### src/hw/rtl/lce_pkg.sv
package lce_pkg;

   localparam int KEY_W  = 32;
   localparam int VAL_W  = 32;
   localparam int LIFE_W = 16;
   localparam int TIME_W = 32;
   localparam int EXP_W  = 33;
   localparam int CAP_W  = 5;
   localparam int CSR_AW = 3;
   localparam int CSR_DW = 32;

   localparam logic [CAP_W-1:0]  CAPACITY_RESET = 5'd16;
   localparam logic [LIFE_W-1:0] REFRESH_RESET  = 16'd60;

   // register select is the word address bit
   localparam logic REG_CAPACITY = 1'b0;
   localparam logic REG_REFRESH  = 1'b1;

   localparam logic KIND_GET = 1'b0;
   localparam logic KIND_PUT = 1'b1;

   typedef enum logic [1:0] {
      OP_HOLD,
      OP_PROMOTE,
      OP_REMOVE,
      OP_INSERT
   } op_type;

   typedef enum logic {
      ST_IDLE,
      ST_UPDATE
   } state_type;

   typedef struct packed {
      logic                     kind;
      logic signed [KEY_W-1:0]  key;
      logic signed [VAL_W-1:0]  value;
      logic [LIFE_W-1:0]        lifetime;
      logic [TIME_W-1:0]        now;
   } req_type;

   typedef struct packed {
      logic                     hit;
      logic signed [VAL_W-1:0]  read_value;
      logic                     expired;
      logic                     evicted;
      logic signed [KEY_W-1:0]  evicted_key;
   } rsp_type;

   typedef struct packed {
      logic              valid;
      logic [KEY_W-1:0]  key;
      logic [VAL_W-1:0]  value;
      logic [EXP_W-1:0]  expiry;
   } entry_type;

   typedef struct packed {
      op_type op;
      logic   evict;
      logic   capture;
   } chain_ctrl_type;

   typedef struct packed {
      logic [CAP_W-1:0]  capacity;
      logic [LIFE_W-1:0] refresh_lifetime;
   } cfg_type;

endpackage

### src/hw/rtl/lce_cell.sv
module lce_cell (
   input  logic                   clock,
   input  logic                   reset,
   input  lce_pkg::chain_ctrl_type ctrl,
   input  logic [lce_pkg::KEY_W-1:0] req_key,
   input  lce_pkg::entry_type     left_entry,
   input  lce_pkg::entry_type     right_entry,
   input  logic                   seen_in,
   output logic                   seen_out,
   output logic                   match,
   output lce_pkg::entry_type     entry_q
);
   import lce_pkg::*;

   entry_type entry_ff, entry_in;
   logic      match_ff, match_in;

   always_comb begin
      entry_in = entry_ff;
      match_in = match_ff;
      if (ctrl.capture) begin
         match_in = entry_ff.valid && (entry_ff.key == req_key);
      end
      unique case (ctrl.op)
         OP_HOLD: begin
         end
         // cells up to the hit move one place back, the head takes the hit
         OP_PROMOTE: begin
            if (!seen_in) begin
               entry_in = left_entry;
            end
         end
         // cells from the removed one onwards close the gap
         OP_REMOVE: begin
            if (seen_in || match_ff) begin
               entry_in = right_entry;
            end
         end
         // everything moves back; the old least recent is dropped on eviction
         OP_INSERT: begin
            entry_in       = left_entry;
            entry_in.valid = left_entry.valid && !(ctrl.evict && !entry_ff.valid);
         end
         default: begin
         end
      endcase
   end

   always_ff @(posedge clock) begin
      entry_ff.key    <= entry_in.key;
      entry_ff.value  <= entry_in.value;
      entry_ff.expiry <= entry_in.expiry;
      if (reset) begin
         entry_ff.valid <= 1'b0;
         match_ff       <= 1'b0;
      end else begin
         entry_ff.valid <= entry_in.valid;
         match_ff       <= match_in;
      end
   end

   assign seen_out = seen_in | match_ff;
   assign match    = match_ff;
   assign entry_q  = entry_ff;

endmodule

### src/hw/rtl/lce_csr.sv
module lce_csr (
   input  logic                       clock,
   input  logic                       reset,
   input  logic                       psel,
   input  logic                       penable,
   input  logic                       pwrite,
   input  logic [lce_pkg::CSR_AW-1:0] paddr,
   input  logic [lce_pkg::CSR_DW-1:0] pwdata,
   output logic [lce_pkg::CSR_DW-1:0] prdata,
   output logic                       pready,
   output lce_pkg::cfg_type           cfg
);
   import lce_pkg::*;

   logic [CAP_W-1:0]  capacity_ff, capacity_in;
   logic [LIFE_W-1:0] refresh_ff, refresh_in;
   logic              wr_en;

   assign wr_en  = psel && penable && pwrite;
   assign pready = 1'b1;

   always_comb begin
      capacity_in = capacity_ff;
      refresh_in  = refresh_ff;
      if (wr_en) begin
         unique case (paddr[2])
            REG_CAPACITY: capacity_in = pwdata[CAP_W-1:0];
            REG_REFRESH:  refresh_in  = pwdata[LIFE_W-1:0];
         endcase
      end
   end

   always_comb begin
      unique case (paddr[2])
         REG_CAPACITY: prdata = CSR_DW'(capacity_ff);
         REG_REFRESH:  prdata = CSR_DW'(refresh_ff);
      endcase
   end

   always_ff @(posedge clock) begin
      if (reset) begin
         capacity_ff <= CAPACITY_RESET;
         refresh_ff  <= REFRESH_RESET;
      end else begin
         capacity_ff <= capacity_in;
         refresh_ff  <= refresh_in;
      end
   end

   assign cfg.capacity         = capacity_ff;
   assign cfg.refresh_lifetime = refresh_ff;

endmodule

### src/hw/rtl/lru_cache_with_expiry_core.sv
// Fully associative key/value cache with least-recently-used replacement and
// per-entry expiry, held as a chain of cells ordered from most to least recent.
// Request channel: drive req_payload (get or put, key, value, lifetime, now)
// with start high; the request is taken at a clock edge where busy is low.
// Result channel: one result per request, shown on rsp_payload for exactly one
// cycle with rsp_strobe high. The receiver cannot stall the block.
// Sequence: key compare in every cell at the accepting edge, then an update
// state in which the chain shifts by one place; the result strobe is registered
// as the update state ends. busy is high for one cycle, so a new request is
// not taken until the block is through with the last one.
// Configuration: APB-style port, capacity at byte address 0, refresh_lifetime
// at address 4, pready always high; write only while the block is idle.
// Reset empties the cache and loads capacity 16 and refresh_lifetime 60.
module lru_cache_with_expiry_core #(
   parameter int MAX_ENTRIES = 16
) (
   input  logic                       clock,
   input  logic                       reset,
   input  logic                       start,
   output logic                       busy,
   input  lce_pkg::req_type           req_payload,
   output logic                       rsp_strobe,
   output lce_pkg::rsp_type           rsp_payload,
   input  logic                       psel,
   input  logic                       penable,
   input  logic                       pwrite,
   input  logic [lce_pkg::CSR_AW-1:0] paddr,
   input  logic [lce_pkg::CSR_DW-1:0] pwdata,
   output logic [lce_pkg::CSR_DW-1:0] prdata,
   output logic                       pready
);
   import lce_pkg::*;

   localparam int CNT_W = $clog2(MAX_ENTRIES + 1);
   localparam int CMP_W = (CNT_W > CAP_W) ? CNT_W : CAP_W;

   cfg_type        cfg;
   state_type      state_ff, state_in;
   req_type        req_ff;
   rsp_type        rsp_ff, rsp_in;
   logic           rsp_strobe_ff, rsp_strobe_in;
   logic [CNT_W-1:0] count_ff, count_in;
   chain_ctrl_type ctrl;
   entry_type      head;
   entry_type      cell_q [MAX_ENTRIES];
   logic [MAX_ENTRIES-1:0] match;
   logic [MAX_ENTRIES:0]   seen;
   logic [MAX_ENTRIES:0]   vld;
   logic           any_match;
   logic [VAL_W-1:0] sel_value;
   logic [EXP_W-1:0] sel_expiry;
   logic [KEY_W-1:0] lru_key;
   logic [CMP_W-1:0] cap_ext, cap_eff, count_ext, max_ext;
   logic             past_expiry, do_evict;

   lce_csr u_csr (
      .clock   (clock),
      .reset   (reset),
      .psel    (psel),
      .penable (penable),
      .pwrite  (pwrite),
      .paddr   (paddr),
      .pwdata  (pwdata),
      .prdata  (prdata),
      .pready  (pready),
      .cfg     (cfg)
   );

   assign seen[0]            = 1'b0;
   assign vld[MAX_ENTRIES]   = 1'b0;
   assign any_match          = seen[MAX_ENTRIES];

   for (genvar i = 0; i < MAX_ENTRIES; i++) begin : g_cell
      entry_type left_entry, right_entry;

      if (i == 0) begin : g_first
         assign left_entry = head;
      end else begin : g_mid_l
         assign left_entry = cell_q[i-1];
      end
      if (i == MAX_ENTRIES - 1) begin : g_last
         assign right_entry = '0;
      end else begin : g_mid_r
         assign right_entry = cell_q[i+1];
      end

      lce_cell u_cell (
         .clock       (clock),
         .reset       (reset),
         .ctrl        (ctrl),
         .req_key     (req_payload.key),
         .left_entry  (left_entry),
         .right_entry (right_entry),
         .seen_in     (seen[i]),
         .seen_out    (seen[i+1]),
         .match       (match[i]),
         .entry_q     (cell_q[i])
      );

      assign vld[i] = cell_q[i].valid;
   end

   // one-hot select of the hit entry and of the least recent valid entry
   always_comb begin
      sel_value  = '0;
      sel_expiry = '0;
      lru_key    = '0;
      for (int i = 0; i < MAX_ENTRIES; i++) begin
         sel_value  = sel_value  | ({VAL_W{match[i]}} & cell_q[i].value);
         sel_expiry = sel_expiry | ({EXP_W{match[i]}} & cell_q[i].expiry);
         lru_key    = lru_key    | ({KEY_W{vld[i] & ~vld[i+1]}} & cell_q[i].key);
      end
   end

   always_comb begin
      cap_ext   = CMP_W'(cfg.capacity);
      max_ext   = CMP_W'(MAX_ENTRIES);
      count_ext = CMP_W'(count_ff);
      if (cap_ext == '0) begin
         cap_eff = CMP_W'(1);
      end else if (cap_ext > max_ext) begin
         cap_eff = max_ext;
      end else begin
         cap_eff = cap_ext;
      end
   end

   assign past_expiry = {1'b0, req_ff.now} > sel_expiry;
   assign do_evict    = (count_ext >= cap_eff) && (count_ff != '0);

   always_comb begin
      state_in      = state_ff;
      count_in      = count_ff;
      ctrl.op       = OP_HOLD;
      ctrl.evict    = 1'b0;
      ctrl.capture  = 1'b0;
      head.valid    = 1'b1;
      head.key      = req_ff.key;
      head.value    = req_ff.value;
      head.expiry   = {1'b0, req_ff.now} + EXP_W'(cfg.refresh_lifetime);
      rsp_in        = '0;
      rsp_strobe_in = 1'b0;
      unique case (state_ff)
         ST_IDLE: begin
            if (start) begin
               ctrl.capture = 1'b1;
               state_in     = ST_UPDATE;
            end
         end
         ST_UPDATE: begin
            state_in      = ST_IDLE;
            rsp_strobe_in = 1'b1;
            if (req_ff.kind == KIND_GET) begin
               if (any_match && past_expiry) begin
                  ctrl.op        = OP_REMOVE;
                  count_in       = count_ff - CNT_W'(1);
                  rsp_in.expired = 1'b1;
               end else if (any_match) begin
                  ctrl.op           = OP_PROMOTE;
                  head.value        = sel_value;
                  rsp_in.hit        = 1'b1;
                  rsp_in.read_value = sel_value;
               end
            end else if (any_match) begin
               ctrl.op    = OP_PROMOTE;
               rsp_in.hit = 1'b1;
            end else begin
               ctrl.op     = OP_INSERT;
               ctrl.evict  = do_evict;
               head.expiry = {1'b0, req_ff.now} + EXP_W'(req_ff.lifetime);
               if (do_evict) begin
                  rsp_in.evicted     = 1'b1;
                  rsp_in.evicted_key = lru_key;
               end else begin
                  count_in = count_ff + CNT_W'(1);
               end
            end
         end
      endcase
   end

   always_ff @(posedge clock) begin
      if (state_ff == ST_IDLE && start) begin
         req_ff <= req_payload;
      end
      if (rsp_strobe_in) begin
         rsp_ff <= rsp_in;
      end
      if (reset) begin
         state_ff      <= ST_IDLE;
         count_ff      <= '0;
         rsp_strobe_ff <= 1'b0;
      end else begin
         state_ff      <= state_in;
         count_ff      <= count_in;
         rsp_strobe_ff <= rsp_strobe_in;
      end
   end

   assign busy        = (state_ff == ST_UPDATE);
   assign rsp_strobe  = rsp_strobe_ff;
   assign rsp_payload = rsp_ff;

endmodule
### config.mk
export PLATFORM = sky130hd
export DESIGN_NAME = lru_cache_with_expiry_core
export DESIGN_NICKNAME = d
export VERILOG_FILES = /design/src/hw/rtl/lce_pkg.sv /design/src/hw/rtl/lce_cell.sv /design/src/hw/rtl/lce_csr.sv /design/src/hw/rtl/lru_cache_with_expiry_core.sv
export SDC_FILE = /design/constraint.sdc
export NUM_CORES = 2
export LEC_CHECK = 0
export ABC_AREA = 1
export BUFFER_PORTS_ARGS = -buffer_cell sky130_fd_sc_hd__buf_4
export CELL_PAD_IN_SITES_DETAIL_PLACEMENT = 0
export CELL_PAD_IN_SITES_GLOBAL_PLACEMENT = 1
export CORE_MARGIN = 2
export CORE_UTILIZATION = 56
export DETAILED_ROUTE_END_ITERATION = 16
export PLACE_DENSITY_LB_ADDON = 0.1
export SETUP_SLACK_MARGIN = 0.4
export SLEW_MARGIN = 25
export SYNTH_ARGS = -nofsm -noshare
export SYNTH_HDL_FRONTEND = slang
export SYNTH_HIERARCHICAL = 1
export SYNTH_SLANG_ARGS = --single-unit
### constraint.sdc
create_clock -name clock -period 20.5 [get_ports clock]
set_clock_uncertainty 0.05 [all_clocks]
set_input_delay 4.1 -clock clock [delete_from_list [all_inputs] [get_ports clock]]
set_output_delay 4.1 -clock clock [all_outputs]
set_load 0.01 [all_outputs]
# ---- Word level (Yosys, flattened, before mapping)
# Cells that the tools add are included.
dict set report op_classes {
  n_reduce_logical 125
  n_bitwise 143
  order_cmp 3
  add_sub_neg 4
  n_eq_ne 50
  n_mux 76
}
# operator n
set ops {}
lappend ops {{98-bit case mux with 3 select lines} 16}
lappend ops {{98-bit 2-to-1 mux} 30}
lappend ops {{32-bit bitwise AND} 32}
lappend ops {{32-bit bitwise OR} 30}
lappend ops {{33-bit bitwise AND} 16}
lappend ops {{32-bit == test} 16}
lappend ops {{33-bit bitwise OR} 15}
lappend ops {{33-bit 2-to-1 mux} 5}
lappend ops {{32-bit 2-to-1 mux} 3}
lappend ops {{32-bit by 16-bit adder with 33-bit output} 2}
lappend ops {{65-bit 2-to-1 mux} 1}
lappend ops {{32-bit case mux with 2 select lines} 1}
lappend ops {{1-bit logical AND} 52}
lappend ops {{3-bit AND reduction} 14}
lappend ops {{32-bit by 33-bit greater-than comparator with 1-bit output} 1}
lappend ops {{1-bit logical NOT} 32}
lappend ops {{2-bit inequality test (second input constant)} 16}
lappend ops {{5-bit 2-to-1 mux} 6}
lappend ops {{2-bit by 1-bit inequality test with 1-bit output (second input constant)} 15}
lappend ops {{1-bit NOT} 20}
lappend ops {{1-bit bitwise AND} 15}
lappend ops {{1-bit logical OR} 15}
lappend ops {{1-bit bitwise OR} 15}
lappend ops {{1-bit 2-to-1 mux} 9}
lappend ops {{18 further kinds} 24}
dict set report word_totals {
  input_bits 154
  reg_bits 1792
  out_inout_bits 102
}

# ---- Depth between registers and ports, before layout
dict set report depth {
  ltp_word 25
  mapped_depth 42
  depth_no_buf 40
}

# ---- Hierarchy
# The synthesis kept the hierarchy.
# module cells_each n_inst area_per_inst_um2 seq_area_each_um2
set by_module_without_submodules {}
lappend by_module_without_submodules {lce_cell 346 16 4742.0 2952.8}
lappend by_module_without_submodules {lru_cache_with_expiry_core 2639 1 18815.5 5545.3}
lappend by_module_without_submodules {lce_csr 186 1 1153.6 420.4}

# ---- Least setup slack after synthesis
# No wires, ideal clock.
dict set report synth_timing {
  kind {reg-to-reg}
  startpoint {register g_cell[15].u_cell.match_ff}
  endpoint {register g_cell[0].u_cell.entry_ff, in the netlist g_cell[0].u_cell/entry_q[97]}
  setup_time_ns 0.361
  t_arrival_ns 10.554
  setup_slack_ns 9.536
  period_less_slack_ns 10.964
  stages_incl_launch_ff 21
  cell_sequence {dfxtp_1 clkbuf_1 clkbuf_1 clkbuf_1 nand2_1 nand4_1 a21oi_1 nor3b_1 ha_1 a21oi_1 o21ai_0 a21oi_1 nor2_1 nor2_1 nand3_2 a21oi_4 nor2_1 nor2_1 inv_1 o22ai_1 a211oi_1}
}
# item line
set synth_rtl {}
lappend synth_rtl {{from (decl)} lce_cell.sv:16} ;# logic match_ff, match_in;
lappend synth_rtl {{from (signal assigned)} lce_cell.sv:58} ;# match_ff <= match_in;
lappend synth_rtl {{to (decl)} lce_cell.sv:15} ;# entry_type entry_ff, entry_in;

==> flow_summary.toml <==
[status]
status = "completed"

[critical_path]
startpoint = "g_cell[0].u_cell/match"
r2r-end = "g_cell[1].u_cell/entry_q[67]"
critPathArrivalTime_ns = 11.34
reg2reg_from = "g_cell[0].u_cell/match"
cp.required_ns = 21.03
worst_r2r_path_depth = 42
crit_path_end = "g_cell[1].u_cell/entry_q[67]"
cpMostUsedCell = "inv_1"
cp_max_fo = 44
r2r_slack_ns = 9.69
worstSetupPathType = "register to register"
slowest_delay_ns = 0.90
start_kind = "register"
endpoint_kind = "register"
cp_slowest_cell = "buf_4"

[global_routing]
grt_max_degree = 86
grt_pass1_wl_mm = 472.4
grt_usage = 0.3720
grt-ovfl-total = 0
antenna_found_initial = 8
grt_pass1_vias = 68380

[logic_synthesis]
synth-main-ff-cell = "edfxtp_1"
synth_edf_count = 1732
syn_inst = 8361
yosysWarnings = 6
ys_async_sr_fraction = 0
yosysSeqAreaShare = 0.5552
ys_ff_latch = 1792
synth_top_area_frac = 0.5427
syn-mean-instance-area_sq_um = 11.46
synth_top_area_cell = "edfxtp_1"
syn_area_sq_um = 95840
synth.distinct_cells = 59
synth_area_leaders = "edfxtp_1 (54%), mux2_2 (14%), nand2_1 (7.3%), mux2_1 (3.8%), inv_1 (3.0%)"

[detailed_routing]
drc_errors = 0
ant_nets = 0
dr.pass1.iters = 7
drtIter0Drc = 9038
wl_mm = 331.1
vias_per_cell = 6.422
vias = 71120
wl_per_cell_um = 29.90

[power]
combPwrFrac = 0.095
cellPowerDensity_nw_per_um2 = 79.77
power_leakage_nw = 39.27
switching_power_mw = 2.140
power.internal_mw = 6.355
p_seq_frac = 0.507
netSwitchingFraction = 0.2519
clkPwrFrac = 0.398
peakVddDrop_uv = 92.42

[floorplanning]
fp.dieW_um = 417.7
die_y_um = 417.7
start_util = 0.5649
io_pins = 256
rows = 151
core-area_sq_um = 169700
die-area_sq_um = 174500

[clocking]
clk_pin_slew_ns = 0.06
cts_setup_buffers = 0
clk_path_buf_depth = 3
root_buffer = "clkbuf_16"
htree_levels = 4
cts_made_buffers = 193
hold_buffers = 0
clk_latency_ns = 0.86
clock-sinks = 1792
post_cts_resize_count = 0
cts_tree = "yes"

[finish]
mostFrequentLayoutCells = "nand2_1 (1866), edfxtp_1 (1732), mux2_2 (1232), inv_1 (777), nor2_1 (438)"
layout.nets = 8912
final_common_cell = "nand2_1"
areaGrowthSynthToFinish_pct = 11.12
drive_above_1_share = 0.2233

[sta]
period_needed_ns = 10.81
hold_viol_final = 0
drv_slew = 0
rsz0062_at_grt = "false"
tightest_slew_ns = 1.159
final.setup.tns_ns = 0
holdWs_ns = 0.4702
finalCritPeriodShare = 0.5274
setup_ws_ns = 9.688
relSlewSlack = 0.2274
fmax_mhz = 92.49
finalSetupViolations = 0

[placed_design]
place_congestion = 0.9578
hpwl_mm = 197.6
portBuffers = 220
dp_slack_ns = 9.919

[worst_hold_path]
hold_class = "register to register"

[run]
drv_cap = 0
## cells in the mapped netlist (3+ instances only)
cell type and number:
o21ai_1 5, nor2_1 448, buf_4 21, inv_2 18, dfxtp_1 60, o22ai_1 50, a211oi_1 33, nor3_1 15
a32o_1 59, a22o_1 118, a221oi_1 155, a41oi_1 30, nand3_1 170, a31oi_1 5, nand2_1 1866, edfxtp_1 1732
buf_1 46, nor3b_1 3, a2111oi_0 28, clkbuf_1 116, buf_2 136, a21o_1 4, conb_1 4, a21oi_1 142
inv_1 777, ha_1 72, nor2_4 19, nand3_2 3, mux2_1 320, xnor2_1 170, mux2i_1 17, xor2_1 49
mux2_2 1232, nor4_1 33, fa_1 3, buf_6 50, o21ai_0 90, a21boi_0 4, nand4_1 232
## stage by stage
| step | utilization | cell area (sq um) | std cells | power, mW |
|---|---|---|---|---|
| 3_3_place_gp | 0.5914 | 100300 | 10700 | 5.143 |
| 5_1_grt | 0.6276 | 106500 | 11070 | 8.718 |
| 6_report | 0.6277 | 106500 | 11070 | 8.495 |
| 2_1_floorplan | - | 96270 | 8475 | 4.855 |
| 3_5_place_dp | 0.5918 | 100400 | 10700 | 5.165 |
| 4_1_cts | 0.6272 | 106400 | 11060 | 8.511 |
## how the worst min path moves through the flow
stage | from | end | cells after the start
after floorplan | u_csr/refresh_ff[2] | u_csr/refresh_ff[2] | 2
after global placement | g_cell[0].left_entry[74] | g_cell[0].u_cell/entry_q[74] | 1
after detailed placement | g_cell[0].left_entry[88] | g_cell[0].u_cell/entry_q[88] | 1
after CTS | u_csr/refresh_ff[2] | u_csr/refresh_ff[2] | 2
after global routing | g_cell[0].left_entry[75] | g_cell[0].u_cell/entry_q[75] | 1
final | u_csr/refresh_ff[2] | u_csr/refresh_ff[2] | 2
## critical path, delay by kind of cell (launching register included)
kind	cells	cell delay, ns
flops	1	0.49
simple gates	19	4.70
buf+inv	22	4.66
mux	1	0.42
## final cells by class
cell class	count	area [sq um]
Timing Repair Buffer	382	3045
Multi-Input combinational cell	5518	38380
Tap cell	2218	2775
Antenna cell	7	17.52
Fill cell	13500	63170
Clock buffer	244	5104
Sequential cell	1792	53280
Clock inverter	117	905.9
Inverter	796	2988
## power groups by stage
stage	registers (mW)	clock network [mW]	logic, mW
floorplan	4.36	0	0.494
global placement	4.37	0	0.770
detailed placement	4.38	0	0.787
CTS	4.30	3.42	0.791
global route	4.32	3.55	0.852
finish	4.30	3.38	0.811
## kinds of logic after synthesis
| logic type | count (synthesis) | synth area share |
|---|---|---|
| AO/OA/AOI/OAI | 736 | 0.05691 |
| XOR/XNOR | 219 | 0.02001 |
| adder cells (fa/ha/maj) | 75 | 0.01003 |
| buffers and inverters | 1165 | 0.05214 |
| flip-flops | 1792 | 0.5552 |
| multiplexers | 1569 | 0.1841 |
| other | 4 | 0.0001566 |
| AND/OR/NAND/NOR | 2801 | 0.1214 |
## registers in the layout, summed over array words and instances (netlist names)
| name | count |
|---|---|
| g_cell.left_entry | 32 |
| u_csr/refresh_ff | 16 |
| busy | 1 |
| req_ff | 81 |
| u_csr/capacity_ff | 5 |
| count_ext | 5 |
| g_cell.u_cell/match | 16 |
| g_cell.u_cell/entry_q | 1568 |
| rsp_strobe | 1 |
| rsp_payload | 67 |
## routing by layer
metal	share of wire	track usage	routed length, um	up-vias
met1	0.39	0.5086	128500	35260
met3	0.11	0.06264	35120	941
li1	-	-	-	30460
met5	0.00015	0	49	-
met2	0.44	0.5721	147200	4439
met4	0.061	0.1951	20250	8
Power figures use the tool's default switching activity.
